`src/rtl/core/psht_ram.sv`:
```
// simple dual-port synchronous ram, registered read
`timescale 1ns / 1ps
module psht_ram #(
  parameter int unsigned Width = 8,
  parameter int unsigned Depth = 256
) (
  input  logic                     clk_i,
  input  logic                     we_i,
  input  logic [$clog2(Depth)-1:0] waddr_i,
  input  logic [Width-1:0]         wdata_i,
  input  logic                     re_i,
  input  logic [$clog2(Depth)-1:0] raddr_i,
  output logic [Width-1:0]         rdata_o
);

  logic [Width-1:0] mem [Depth];

  // write port
  always_ff @(posedge clk_i) begin
    if (we_i) begin
      mem[waddr_i] <= wdata_i;
    end
  end

  // read port, data held until the next read
  always_ff @(posedge clk_i) begin
    if (re_i) begin
      rdata_o <= mem[raddr_i];
    end
  end

endmodule

```
`config.mk`:
```
export PLATFORM = sky130hd
export DESIGN_NAME = psht_ram
export DESIGN_NICKNAME = d
export VERILOG_FILES = /design/src/rtl/core/psht_ram.sv
export SDC_FILE = /design/constraint.sdc
export NUM_CORES = 2
export LEC_CHECK = 0
export BUFFER_PORTS_ARGS = -buffer_cell sky130_fd_sc_hd__buf_2
export CAP_MARGIN = 20
export CORE_ASPECT_RATIO = 0.5
export CORE_MARGIN = 1.5
export CORE_UTILIZATION = 42
export CTS_CLUSTER_DIAMETER = 30
export DETAILED_ROUTE_END_ITERATION = 10
export PLACE_DENSITY = 0.64
export SLEW_MARGIN = 20
export SYNTH_ARGS = -nofsm -noshare
export SYNTH_HDL_FRONTEND = slang
export SYNTH_SLANG_ARGS = --single-unit
```
`constraint.sdc`:
```
create_clock -name clk_i -period 3.45 [get_ports clk_i]
set_clock_uncertainty 0.2 [all_clocks]
set_input_delay 1.035 -clock clk_i [delete_from_list [all_inputs] [get_ports clk_i]]
set_output_delay 1.035 -clock clk_i [all_outputs]
set_load 0.05 [all_outputs]
```
==> flow_summary.toml <==
[status]
outcome = "complete, no violations"

[cells_and_area]
utilization = 0.5221
area_growth_pct = 22.83
final_common_cell = "edfxtp_1"
drive_above_1_share = 0.3527
fin_nets = 4547
final_cell_mix = "edfxtp_1, buf_4, mux4_2"

[floorplanning]
start_util = 0.4250
num_rows = 112
die_area_mm2 = 0.1924
die_w_um = 618.8
coreArea_mm2 = 0.1874
ioPinCount = 35
die_h_um = 310.9

[synthesis]
synth.area.top_cells = "edfxtp_1, mux4_2, mux2i_1"
synth_ff_type = "edfxtp_1"
synth.distinct_cells = 54
synthDominantCellAreaShare = 0.7753
synth_top_area_cell = "edfxtp_1"
ys_warn_count = 0
synthCells = 3733
synth-seq-cells = 2056
synthesis.area_mm2 = 0.07964
syn_nets = 3760
synth-seq-area-share = 0.7753
syn_avg_cell_area_um2 = 21.33
synth-async-reset-ratio = 0
synth_edf_count = 2056

[worst_setup_path]
crit_required_ps = 3910
critPathCaptureType = "flop"
rr_worst_depth = 6
crit_type = "in2reg"
cp-start-kind = "primary input"
crit_path_start = "raddr_i[0]"
path_max_fanout = 14
worstReg2RegStart = "mem[83][2]$_DFFE_PP_"
worstPathArrival_ps = 3810

[drt]
first_iter_violations = 5180
antenna_left = 0
drc = 0
viasPerCell = 5.784
via_count = 41934
drt-pass1-iter-count = 6
wl_um = 203700
wl_per_cell_um = 28.09

[clock_network]
cts.sinks = 2056
clkLatencyLatePin_ps = 930
clockBufferDepth = 4
cts_buffers = 299
clk_pin_slew_worst_paths_ps = 60
cts_tree = "yes"
hold_buffers = 0
htreeDepth = 5
root_buffer = "clkbuf_16"
postCtsSetupBuffers = 0

[grt]
grt_pass1_vias = 42382
track_usage = 0.2120
grt_overflow_total = 0
top_usage_layer = "met2"
antenna_found_initial = 11
grt_pass1_wl_um = 296500
met2_usage = 0.3307
gr-usage-met1 = 0.3022
grt_max_degree = 96
grt_use_met3 = 0.04565

[worst_hold_path]
min_from = "wdata_i[1]"
hold_class = "in2reg"
holdPathStages = 1

[timing]
finalMaxSlewViolations = 0
rsz0062_at_grt = "no"
slew_headroom = 0.4133
setup_viol = 0
fin_crit_ps = 3352
fmax_ghz = 0.2983
fin_tns_setup_ps = 0
worst_slew_pin_slew_ps = 880.1
finalHoldViolCount = 0
final.period_utilization = 0.9717

[place]
dp_hpwl_um = 131400
portBuffers = 34
gp_congestion = 0.8599

[pwr]
pwr_density_cell_mw_per_mm2 = 621.0
irDropWorstVdd_v = 0.0004119
power.total_uw = 60750
p_leak_uw = 0.03208

[flow_run]
drv_cap = 0
-- final cells by class --
| type | count | area (µm²) |
|---|---|---|
| diodes | 1 | 2.502 |
| clock buffers | 332 | 7691 |
| clock inverters | 190 | 2271 |
| fillers | 14188 | 89540 |
| inverters | 2 | 7.507 |
| multi-input cells | 1442 | 16540 |
| flip-flops and latches | 2056 | 61740 |
| well taps | 2508 | 3138 |
| repair buffers | 719 | 6431 |
-- logic make-up (layout without fill, tap and decap cells) --
family,count (synthesis),in the layout,share of synthesized area
DFF,2056,2056,0.7753
muxes,591,591,0.1460
and+or+nand+nor,466,466,0.02625
AOI/OAI and AO/OA,385,385,0.03416
buffers and inverters,235,1243,0.01829
other,0,1,0
-- layer usage --
metal,vias to the layer above,part of all wire
met5,-,0.00070
li1,17391,-
met1,22216,0.41
met4,2,0.025
met3,339,0.090
met2,1986,0.47
-- synthesized netlist by cell type, drive strengths merged, types with 22 or more instances --
library cell,number
edfxtp,2056
mux4,456
nor2,282
mux2i,134
a22oi,133
buf,122
clkbuf,111
a21oi,96
o221ai,47
nand3,34
nand2,33
nor2b,31
o22ai,28
nor4,27
nor3,22
-- power by group --
group          total (µW)  internal (µW)  leakage, µW  switching [µW]
logic                2920           1160      0.00881            1760
registers           27600          27600       0.0185            34.9
clock network       30200          18800      0.00479           11400
-- final timing paths --
check,endpoint,slack [ps]
min,mem[55][1]$_DFFE_PP_,400
max reg2reg,rdata_o[2]$_DFFE_PP_,420
max,rdata_o[2]$_DFFE_PP_,100
min reg2reg,rdata_o[5]$_DFFE_PP_,980
-- critical path, stage by stage --
cell and delay [ps]:
buf_8 190, buf_4 190, buf_12 160, buf_12 140
buf_4 280, mux4_2 560, a21oi_1 160, a21oi_1 170
nor3_1 610, buf_4 240, nor4_2 40
-- sequential cells by signal, indices dropped and copies added (netlist names) --
register and cells:
rdata_o 8, mem 2048
-- metrics by stage --
| step | instances | instance area (µm²) | setup WS [ps] | hold WS [ps] |
|---|---|---|---|---|
| after floorplan | 3733 | 79640 | 138.9 | 664.2 |
| after global placement | 6727 | 87790 | -1396 | 1006 |
| after detailed placement | 6727 | 87810 | -1344 | 996.3 |
| after CTS | 7249 | 97790 | 39.16 | 366.0 |
| after global routing | 7250 | 97820 | 57.25 | 391.9 |
| final | 7250 | 97820 | 97.55 | 401.3 |
-- repair_timing --
action / in CTS / in global routing
pin swaps: 0 / 1
setup endpoints to repair: 3 / 3
resized for setup: 4 / 3
Power figures use the tool's default switching activity.
