## config.mk

```make
export PLATFORM = sky130hd
export DESIGN_NAME = psht_ctrl
export DESIGN_NICKNAME = d
export VERILOG_FILES = /design/src/rtl/core/psht_pkg.sv /design/src/rtl/core/psht_ctrl.sv
export SDC_FILE = /design/constraint.sdc
export NUM_CORES = 1
export LEC_CHECK = 0
export ABC_AREA = 0
export BUFFER_PORTS_ARGS = -buffer_cell sky130_fd_sc_hd__buf_2
export CAP_MARGIN = 5
export CORE_AREA = 2 2 189 191
export DETAILED_ROUTE_END_ITERATION = 8
export DIE_AREA = 0 0 191 193
export PLACE_DENSITY = 0.52
export SETUP_SLACK_MARGIN = 0.02
export SLEW_MARGIN = 20
export SYNTH_ARGS = -nofsm -noshare
export SYNTH_HDL_FRONTEND = slang
export SYNTH_SLANG_ARGS = --single-unit
```

## constraint.sdc

```tcl
create_clock -name clk_i -period 4.2 [get_ports clk_i]
set_clock_uncertainty 0.05 [all_clocks]
set_input_delay 0.21 -clock clk_i [delete_from_list [all_inputs] [get_ports clk_i]]
set_output_delay 0.21 -clock clk_i [all_outputs]
set_load 0.03 [all_outputs]
```

## src/rtl/core/psht_pkg.sv

```systemverilog
// types, sizes and codes of the pid slot hash table
`timescale 1ns / 1ps
package psht_pkg;

  // table geometry
  localparam int unsigned BucketBits    = 8;
  localparam int unsigned BucketCount   = 1 << BucketBits;
  localparam int unsigned Ways          = 4;
  localparam int unsigned WayBits       = (Ways > 1) ? $clog2(Ways) : 1;
  localparam int unsigned FastIndexBits = 16;
  localparam int unsigned FastSize      = 1 << FastIndexBits;
  localparam int unsigned SlotBits      = 10;

  // port widths
  localparam int unsigned ReqW    = 2;
  localparam int unsigned IdW     = 32;
  localparam int unsigned SlotW   = 10;
  localparam int unsigned StatusW = 2;

  // bits of the id that select the bucket start here
  localparam int unsigned HashShift = 4;

  // stored slot width: the port width bounded by the slot size
  localparam int unsigned SlotStoreW = (SlotBits < SlotW) ? SlotBits : SlotW;

  // clear pass sweeps the larger of the two memories
  localparam int unsigned ClrBits =
    (BucketBits > FastIndexBits) ? BucketBits : FastIndexBits;

  typedef enum logic [ReqW-1:0] {
    REQ_LOOKUP = 2'd0,
    REQ_SET    = 2'd1,
    REQ_REMOVE = 2'd2,
    REQ_FAST   = 2'd3
  } req_e;

  typedef enum logic [StatusW-1:0] {
    STS_OK        = 2'd0,
    STS_NOT_FOUND = 2'd1,
    STS_FULL      = 2'd2
  } status_e;

  typedef enum logic [1:0] {
    S_CLEAR,
    S_IDLE,
    S_EXEC
  } state_e;

  // one way of a bucket
  typedef struct packed {
    logic                  valid;
    logic [IdW-1:0]        id;
    logic [SlotStoreW-1:0] slot;
  } way_t;

  // one bucket row as held in memory
  typedef way_t [Ways-1:0] row_t;

  // one direct-mapped cache entry
  typedef struct packed {
    logic                  valid;
    logic [SlotStoreW-1:0] slot;
  } fast_t;

endpackage

```

## src/rtl/core/psht_ctrl.sv

```systemverilog
// request sequencer: clear pass, bucket search, read-modify-write and result register
`timescale 1ns / 1ps
module psht_ctrl (
  input  logic                                  clk_i,
  input  logic                                  rst_ni,
  input  logic                                  in_valid_i,
  output logic                                  in_stall_o,
  input  logic [psht_pkg::ReqW-1:0]             req_type_i,
  input  logic [psht_pkg::IdW-1:0]              proc_id_i,
  input  logic [psht_pkg::SlotW-1:0]            slot_in_i,
  output logic                                  out_valid_o,
  input  logic                                  out_stall_i,
  output logic [psht_pkg::StatusW-1:0]          status_o,
  output logic                                  found_o,
  output logic [psht_pkg::SlotW-1:0]            slot_out_o,
  output logic                                  bkt_re_o,
  output logic [psht_pkg::BucketBits-1:0]       bkt_raddr_o,
  output logic                                  bkt_we_o,
  output logic [psht_pkg::BucketBits-1:0]       bkt_waddr_o,
  output psht_pkg::row_t                        bkt_wdata_o,
  input  psht_pkg::row_t                        bkt_rdata_i,
  output logic                                  fst_re_o,
  output logic [psht_pkg::FastIndexBits-1:0]    fst_raddr_o,
  output logic                                  fst_we_o,
  output logic [psht_pkg::FastIndexBits-1:0]    fst_waddr_o,
  output psht_pkg::fast_t                       fst_wdata_o,
  input  psht_pkg::fast_t                       fst_rdata_i
);
  import psht_pkg::*;

  state_e                  state_q, state_d;
  logic [ClrBits-1:0]      clr_q, clr_d;
  logic                    accept;
  logic                    commit;
  logic                    out_free;

  // captured request
  req_e                    req_q;
  logic [IdW-1:0]          id_q;
  logic [SlotStoreW-1:0]   slot_q;

  // result register
  logic                    out_valid_q, out_valid_d;
  status_e                 status_q;
  logic                    found_q;
  logic [SlotStoreW-1:0]   slot_out_q;

  // execute results
  logic                    hit, free;
  logic [WayBits-1:0]      hit_idx, free_idx;
  row_t                    new_row;
  logic                    bkt_wr, fst_wr;
  fast_t                   fst_new;
  status_e                 status_n;
  logic                    found_n;
  logic [SlotStoreW-1:0]   slot_n;

  assign out_free = !out_valid_q || !out_stall_i;
  assign accept   = in_valid_i && !in_stall_o;

  // sequencer
  always_comb begin
    state_d    = state_q;
    clr_d      = clr_q;
    in_stall_o = 1'b1;
    commit     = 1'b0;
    unique case (state_q)
      S_CLEAR: begin
        clr_d = clr_q + ClrBits'(1);
        if (&clr_q) begin
          state_d = S_IDLE;
        end
      end
      S_IDLE: begin
        in_stall_o = 1'b0;
        if (in_valid_i) begin
          state_d = S_EXEC;
        end
      end
      S_EXEC: begin
        if (out_free) begin
          commit  = 1'b1;
          state_d = S_IDLE;
        end
      end
      default: begin
        state_d = S_CLEAR;
      end
    endcase
  end

  always_ff @(posedge clk_i or negedge rst_ni) begin
    if (!rst_ni) begin
      state_q <= S_CLEAR;
      clr_q   <= '0;
    end else begin
      state_q <= state_d;
      clr_q   <= clr_d;
    end
  end

  // request capture
  always_ff @(posedge clk_i) begin
    if (accept) begin
      req_q  <= req_e'(req_type_i);
      id_q   <= proc_id_i;
      slot_q <= slot_in_i[SlotStoreW-1:0];
    end
  end

  // memory reads start with the accepted beat
  assign bkt_re_o    = accept;
  assign bkt_raddr_o = proc_id_i[HashShift +: BucketBits];
  assign fst_re_o    = accept;
  assign fst_raddr_o = proc_id_i[FastIndexBits-1:0];

  // way search, lowest way wins
  always_comb begin
    hit      = 1'b0;
    hit_idx  = '0;
    free     = 1'b0;
    free_idx = '0;
    for (int w = Ways - 1; w >= 0; w--) begin
      if (bkt_rdata_i[w].valid && (bkt_rdata_i[w].id == id_q)) begin
        hit     = 1'b1;
        hit_idx = WayBits'(w);
      end
      if (!bkt_rdata_i[w].valid) begin
        free     = 1'b1;
        free_idx = WayBits'(w);
      end
    end
  end

  // request decode and row update
  always_comb begin
    new_row  = bkt_rdata_i;
    bkt_wr   = 1'b0;
    fst_wr   = 1'b0;
    fst_new  = '0;
    status_n = STS_NOT_FOUND;
    found_n  = 1'b0;
    slot_n   = '0;
    unique case (req_q)
      REQ_LOOKUP: begin
        if (hit) begin
          status_n = STS_OK;
          found_n  = 1'b1;
          slot_n   = bkt_rdata_i[hit_idx].slot;
        end
      end
      REQ_SET: begin
        if (hit) begin
          new_row[hit_idx].slot = slot_q;
        end else if (free) begin
          new_row[free_idx].valid = 1'b1;
          new_row[free_idx].id    = id_q;
          new_row[free_idx].slot  = slot_q;
        end
        if (hit || free) begin
          bkt_wr        = 1'b1;
          fst_wr        = 1'b1;
          fst_new.valid = 1'b1;
          fst_new.slot  = slot_q;
          status_n      = STS_OK;
        end else begin
          status_n = STS_FULL;
        end
      end
      REQ_REMOVE: begin
        if (hit) begin
          new_row[hit_idx].valid = 1'b0;
          bkt_wr   = 1'b1;
          fst_wr   = 1'b1;
          status_n = STS_OK;
        end
      end
      REQ_FAST: begin
        if (fst_rdata_i.valid) begin
          status_n = STS_OK;
          found_n  = 1'b1;
          slot_n   = fst_rdata_i.slot;
        end
      end
      default: begin
        status_n = STS_NOT_FOUND;
      end
    endcase
  end

  // write-back, or zero fill during the clear pass
  always_comb begin
    if (state_q == S_CLEAR) begin
      bkt_we_o    = 1'b1;
      bkt_waddr_o = clr_q[BucketBits-1:0];
      bkt_wdata_o = '0;
      fst_we_o    = 1'b1;
      fst_waddr_o = clr_q[FastIndexBits-1:0];
      fst_wdata_o = '0;
    end else begin
      bkt_we_o    = commit && bkt_wr;
      bkt_waddr_o = id_q[HashShift +: BucketBits];
      bkt_wdata_o = new_row;
      fst_we_o    = commit && fst_wr;
      fst_waddr_o = id_q[FastIndexBits-1:0];
      fst_wdata_o = fst_new;
    end
  end

  // result register
  assign out_valid_d = commit || (out_valid_q && out_stall_i);

  always_ff @(posedge clk_i or negedge rst_ni) begin
    if (!rst_ni) begin
      out_valid_q <= 1'b0;
    end else begin
      out_valid_q <= out_valid_d;
    end
  end

  always_ff @(posedge clk_i) begin
    if (commit) begin
      status_q   <= status_n;
      found_q    <= found_n;
      slot_out_q <= slot_n;
    end
  end

  assign out_valid_o = out_valid_q;
  assign status_o    = status_q;
  assign found_o     = found_q;
  assign slot_out_o  = SlotW'(slot_out_q);

endmodule

```

==> results.md, run 1 <==
- Sink Count: 76
- Busiest grt layer: met2
- Initial core utilization: 20.5%
- Mapped Area: 7170 um^2
- Worst Tran Pin Value: 943 ps
- Top_reg_cell synth: edfxtp_1
- M2 GR Usage: 43.7%
- CTS tree: built
- Slowest stage delay, CP: 620 ps
- Area after DPL: 10100 um^2
- Status: finished, final reports clean
- IO Count: 481
- #FFs+latches synth: 76
- Max stage delay cell, worst path: or4_1
- Post-synth top area cell: edfxtp_1
- Iter 0 DRT Violations: 557
- Total gr overflow: 0
- Row count: 69
- Routed Antenna Nets: 0
- H-tree Lvls: 3
- Synth warn: 0
- Max-Cap Viols: 0
- # port buffers: 480
- Kind of end point of the critical path: output port
- Final setup viols: 0
- Pleak: 5.43 nW
- Post-route insts no fill: 1752
- DIE AREA: 36900 um^2
- Vias in the first global route: 8825
- CTS root buffer: clkbuf_16
- Die Span X: 191 um
- Synth unique cells: 47
- Crit-path cells: xor2_1, nor4_2, nand2_1, or4_1, and3_1, and4b_1, o31ai_4, buf_4, a22o_1, buf_2
- Crit Path Category: register to output port
- Top cell type's share of synthesized area: 23.9%
- Met3 usage: 4.76%
- Top-count cell post-synth: a22o_1
- Final WL: 45.6 mm
- Die Y: 193 um
- Synth Area in Compound Gates: 27.2%
- Fmax: 0.247 GHz
- Crit share post-route: 96.2%
- Synth Area in Simple Gates: 14.8%
- Post-route cell area: 10900 um^2
- Max VDD drop: 0.204 mV
- GRT Overall Usage: 23.6%
- WP data required: 3940 ps
- Num CTS Buffers: 9
- Placed cell count: 1686
- Post-synthesis sequential area ratio: 30.5%
- Mux contribution to synthesized area: 0%
- Antenna violations before repair: 6
- DRC: 0
- Vias per inst: 5.02
- Worst-path clk slew: 60 ps
- Via count: 8790
- Unrepaired setup endpoints after global routing: no
- Core area: 35000 um^2
- Clock tree buffer depth: 2
- Share of cells above drive strength 1: 46.4%
- Max Slew Vio Count: 0
- Wire per inst: 26.0 um
- Syn nets: 1029
- Fin crit period: 4040 ps
- Synth top cells by count: 160 x a22o_1, 99 x xor2_1, 98 x nand2_1
- Crit-path max FO: 10
- DR pass1 iterations: 5
- Worst slew margin: 37.2%
- Met1 Use GR: 26.5%
- Hold Vio Cnt, Final: 0
- Syn Inst Count: 792
- Post-synth ARST share: 25.0%
- Hold crit path type: primary input to register
- Later-pin clock latency in the skew report: 350 ps
- Power per standard cell area: 381 nW/um^2
- Final TNS setup: 0 ps
- EDFF count, synth: 57
- Largest net degree at the start of global routing: 40
- Worst path arrival time: 3780 ps
- Post-DP HPWL: 37.1 mm
- GP Congestion: 0.925
- Adder-cell share of the synthesized area: 1.05%
- Synth Area in XOR/XNOR: 17.5%
- Syn avg cell area: 9.05 um^2
- Filler Cell Count: 3783
- Area growth, synth to finish: 52.1%
- First-pass GRT wire length: 61.3 mm
- Largest family of logic cells by synthesized area: compound AO/OA/AOI/OAI gates
- Worst Setup Start Kind: register
- Top cells by area, synth: edfxtp_1 24%, a22o_1 20%, xor2_1 12%, dfrtp_1 6.6%, xnor2_1 5.4%
- Final nets: 1522
[critical path, delay by kind of cell, from the launching register on]
family                    cells  cell delay [ps]
AOI/OAI and AO/OA             2              390
buffers and inverters         2              470
xor gates and xnor gates      1              260
DFF                           1              600
and+or+nand+nor               5             1690
[area by class of cell]
cell class	count	area, um^2	area share (%)
clock inverters	4	23.8	0.218
well taps	461	577	5.29
clock buffers	12	256	2.35
diodes	1	2.50	0.0229
flip-flops and latches	76	2190	20.1
inverters	9	33.8	0.310
repair buffers	586	3380	31.0
multi-input cells	603	4440	40.7
[flip-flops by register name, summed over array words and instances, names as in the netlist]
| signal | cells |
|---|---|
| id_q | 32 |
| clr_q | 16 |
| slot_out_o | 10 |
| slot_q | 10 |
| req_q | 2 |
| state_q | 2 |
| status_o | 2 |
| found_o | 1 |
| out_valid_o | 1 |
[through the flow]
step	hold WS, ps	setup slack, ps	util (%)	total power (W)
finish	20.7	158	31.2	0.00416
global route	4.57	35.8	31.2	0.00436
CTS	4.44	4.71	30.8	0.00418
detailed placement	131	-104	28.8	0.00335
global placement	125	-97.2	28.8	0.00335
floorplan	-136	454	-	0.00248
[metal layers]
layer,wire (um),vias up,share of wire (%)
li1,-,3897,-
met1,17300,4285,38
met2,23100,502,51
met3,3240,96,7.1
met4,1840,10,4.0
met5,58,-,0.13
[placed cells by master, fill, tap and decap left out, types with 19 or more instances in the layout]
| master | Yosys | layout |
|---|---|---|
| a22o_1 | 160 | 160 |
| nor4_1 | 25 | 20 |
| edfxtp_1 | 57 | 57 |
| and3_1 | 21 | 21 |
| buf_2 | 27 | 480 |
| dlygate4sd3_1 | 0 | 34 |
| buf_4 | 32 | 64 |
| xor2_1 | 99 | 99 |
| xnor2_1 | 44 | 44 |
| nand2_1 | 98 | 98 |
| nor2_1 | 28 | 27 |
| dfrtp_1 | 19 | 19 |
[timing repair]
action | 4_1_cts | 5_1_grt
buffers inserted | 2 | 13
pin swaps | 0 | 1
resized for setup | 6 | 2
endpoints found under the hold margin | 52 | 0
hold buffers | 34 | 0
endpoints found under the setup margin | 194 | 64
[power breakdown]
part | total [W] | switching (W) | leakage (nW) | internal (W)
clock network | 0.000772 | 0.000339 | 0.143 | 0.000433
logic | 0.00238 | 0.00162 | 4.52 | 0.000762
registers | 0.00101 | 0.000107 | 0.767 | 0.000901
[final timing paths]
kind	slack [ps]	start	cells past startpoint	endpoint
max in group asynchronous	3480	rst_ni	2	clr_q[5]
worst min register to register	470	clr_q[11]	1	clr_q[11]
worst max register to register	570	id_q[27]	10	slot_out_o[8]
worst max-delay path	160	id_q[27]	10	bkt_wdata_o[86]
min in group asynchronous	300	rst_ni	2	clr_q[11]
worst min-delay path	20	req_type_i[1]	1	req_q[1]
[kinds of logic (layout without fill, tap and decap cells)]
logic type                 after synthesis  count (layout)
DFF                                     76              76
adders and majority gates                6               6
buffers and inverters                  113             611
other                                    0               1
and+or+nand+nor                        222             222
xor gates and xnor gates               143             143
AOI/OAI and AO/OA                      232             232
No activity file was read; power rests on OpenSTA's default activity.
==> run 2: changes to the inputs <==
Settings changed: ABC_AREA 0 to 1, CORE_AREA 2 2 189 191 to default, CORE_MARGIN from default to 1.5, CORE_UTILIZATION from default to 25, DIE_AREA 0 0 191 193 to default, PLACE_DENSITY 0.52 to default.
==> results.md, run 2 <==
- Status: finished, final reports clean
- WP data required: 3940 ps (about the same)
- Worst Path Buf+Inv: 3 (+1)
- EDFF count, synth: 57 (unchanged)
- Routed Antenna Nets: 0 (unchanged)
- Antenna violations before repair: 27 (+21)
- Post-synth ARST share: 25.0% (unchanged)
- Cell family with most CP delay: simple AND/OR/NAND/NOR gates
- Row count: 87 (+26%)
- Post-DP HPWL: 67.6 mm (+82%)
- Syn nets: 3001 (+190%)
- Worst reg-to-reg setup slack: 930 ps (+360 ps)
- Wire per inst: 22.3 um (-14%)
- Largest Register: id_q
- Share of cells above drive strength 1: 19.6% (-27 points)
- Power per standard cell area: 162 nW/um^2 (-58%)
- Worst Setup Start Kind: register
- DR pass1 iterations: 9 (+4)
- Via count: 20800 (+140%)
- Crit Path Category: register to output port
- Initial core utilization: 25.2% (+4.7 points)
- Top_reg_cell synth: edfxtp_1
- Top cell type's share of synthesized area: 28.5% (+4.6 points)
- Hold crit path type: primary input to register
- Clock tree buffer depth: 2 (unchanged)
- Synth warn: 0 (unchanged)
- Worst-path clk slew: 70 ps (about the same)
- Die Span X: 241 um (+26%)
- Crit-path max FO: 19 (+9)
- DIE AREA: 58100 um^2 (+58%)
- Total net switching power: 0.00124 W (-40%)
- H-tree Lvls: 3 (unchanged)
- Crit share post-route: 95.7% (-0.56 points)
- IO Count: 481 (unchanged)
- First-pass GRT wire length: 124 mm (+100%)
- Core area: 56200 um^2 (+61%)
- Area growth, synth to finish: 27.7%
- #FFs+latches synth: 76 (unchanged)
- Worst path arrival time: 3760 ps (-20 ps)
- Syn avg cell area: 5.12 um^2 (-43%)
- Core Util, Final: 32.2% (+1.0 points)
- Commonest non-fill, non-tap cells in the layout: 1076 x nand2_1, 480 x buf_2, 361 x nand3_1
- Synth unique cells: 38 (-19%)
- Final WL: 88.6 mm (+94%)
- Hold Vio Cnt, Final: 0 (unchanged)
- Sink Count: 76 (unchanged)
- Post-synth top area cell: nand2_1
- Post-synthesis sequential area ratio: 15.4% (-15 points)
- Unrepaired setup endpoints after global routing: no
- # port buffers: 480 (unchanged)
- Clock Power Share: 29.5% (+11 points)
- Switching share of power: 42.5% (-7.1 points)
- Vias in the first global route: 18400 (+110%)
- Die Y: 241 um (+25%)
- Total gr overflow: 0 (unchanged)
- Max Slew Vio Count: 0 (unchanged)
- Regs by FF count: id_q: 32 flops, clr_q: 16 flops
- Max VDD drop: 0.246 mV (+21%)
- Fin crit period: 4020 ps (-23.6 ps)
- Combinational fraction of design power: 40.2% (-17 points)
- Pleak: 9.37 nW (+72%)
- Hold path depth: 1 (unchanged)
- CTS root buffer: clkbuf_16
- GRT Overall Usage: 29.3% (+5.7 points)
- Int Power: 0.00168 W (-20%)
- Num CTS Buffers: 9 (unchanged)
- Final TNS setup: 0 ps (unchanged)
- Synth top cells by count: 1076 x nand2_1, 362 x nand3_1, 261 x nor2_1
- Kind of end point of the critical path: output port
- Max-Cap Viols: 0 (unchanged)
- Crit-path cells: inv_1, nand2_1, nand2_1, nor2_1, nand2_1, nor2_1, nand3_1, nor2_2, nor2_4, nand2_4, nor2_4, buf_4, nand3_1, nand3_1, a21oi_1, buf_2
- Worst Tran Pin Value: 1050 ps (+107 ps)
- Max stage delay cell, worst path: inv_1
- Final setup margin: 182 ps (+23.6 ps)
- Iter 0 DRT Violations: 2602 (+370%)
- Pre-CTS WS: 440 ps (+544 ps)
- Mapped Area: 14200 um^2 (+98%)
- Number of flip-flops in the largest register: 32 (unchanged)
- Vias per inst: 5.25 (+4.6%)
- GP Congestion: 1.08 (+16%)
- Final setup viols: 0 (unchanged)
- Slowest stage delay, CP: 490 ps (-130 ps)
- Power Total: 0.00292 W (-30%)
- Worst slew margin: 29.9% (-7.3 points)
- Final nets: 3426 (+130%)
- Hold path startpoint: proc_id_i[9]
- Most common cell after layout, fill and taps aside: nand2_1
- Syn Inst Count: 2764 (+250%)
- Worst-case reg-to-reg path depth: 16 (+6)
- FF-to-FF End: slot_out_o[1]
- Top cells by area, synth: nand2_1 29%, nand3_1 13%, edfxtp_1 12%, nor2_1 6.9%, inv_1 6.0%
- Largest net degree at the start of global routing: 202 (+410%)
- Worst Hold End: id_q[9]
- Flop pwr share: 30.3% (+6.1 points)
- Fmax: 0.249 GHz (+0.59%)
- DRC: 0 (unchanged)
- Later-pin clock latency in the skew report: 410 ps (+60 ps)
- Top-count cell post-synth: nand2_1
- CTS tree: built
- Reg-to-Reg Start: id_q[2]
-- run 2: changes by cell type after synthesis, moves of 149 or more --
cell / before / now
a22o_1: 160 / 0
o21ai_0: 17 / 166
nand3_1: 14 / 362
nor2_1: 28 / 261
nand2_1: 98 / 1076
inv_1: 9 / 228
-- run 2: logic make-up after synthesis --
kind of cell	after synthesis	synth area share, %
AOI/OAI and AO/OA	377	14.5
xor gates and xnor gates	42	2.60
adders and majority gates	6	0.530
buffers and inverters	447	13.2
DFF	76	15.4
and+or+nand+nor	1816	53.7
-- run 2: worst max path at each step --
stage	startpoint	end	cells past startpoint
6_report	id_q[22]	bkt_wdata_o[61]	16
5_1_grt	id_q[2]	bkt_wdata_o[68]	17
4_1_cts	id_q[10]	fst_wdata_o[0]	15
3_5_place_dp	id_q[10]	bkt_wdata_o[67]	17
3_3_place_gp	id_q[10]	bkt_wdata_o[61]	16
2_1_floorplan	state_q[0]	fst_re_o	4
-- run 2: power by group through the flow --
stage               clock (W)  combinational (W)  sequential, W
finish               0.000863            0.00117       0.000885
global route         0.000893            0.00127       0.000888
CTS                  0.000872            0.00115       0.000883
detailed placement          0            0.00111       0.000898
global placement            0            0.00112       0.000899
floorplan                   0           0.000674       0.000890
-- run 2: per-stage QoR --
stage / instance area [um^2] / hold WS, ps / std cells
2_1_floorplan: 14200 / -136 / 2764
3_3_place_gp: 17300 / 141 / 3886
3_5_place_dp: 17300 / 136 / 3886
4_1_cts: 18000 / 1.07 / 3948
5_1_grt: 18100 / 22.0 / 3961
6_report: 18100 / 9.12 / 3963
-- run 2: area by class of cell --
cell class                      count  area, um^2
Fill cell                        6464       38100
Clock inverter                      6        65.1
Antenna cell                       13        32.5
Multi-Input combinational cell   2242       10200
Timing Repair Buffer              602        3510
Inverter                          258         968
Clock buffer                       10         229
Tap cell                          756         946
Sequential cell                    76        2190
-- run 2: per-layer routing --
metal | track usage [%] | routed length (um) | up-vias
met3 | 5.94 | 9190 | 238
li1 | - | - | 9773
met2 | 43.2 | 37600 | 1330
met5 | 0 | 149 | -
met1 | 39.5 | 36500 | 9427
met4 | 16.9 | 5100 | 24
-- run 2: what timing repair did --
| action | in CTS | in global routing |
|---|---|---|
| hold endpoints to repair | 63 | 0 |
| gates resized for setup | 0 | 1 |
| cloned | 1 | 0 |
| hold buffers | 45 | 0 |
| pin swaps | 1 | 0 |
| setup endpoints to repair | 4 | 16 |
| buffers inserted | 0 | 2 |
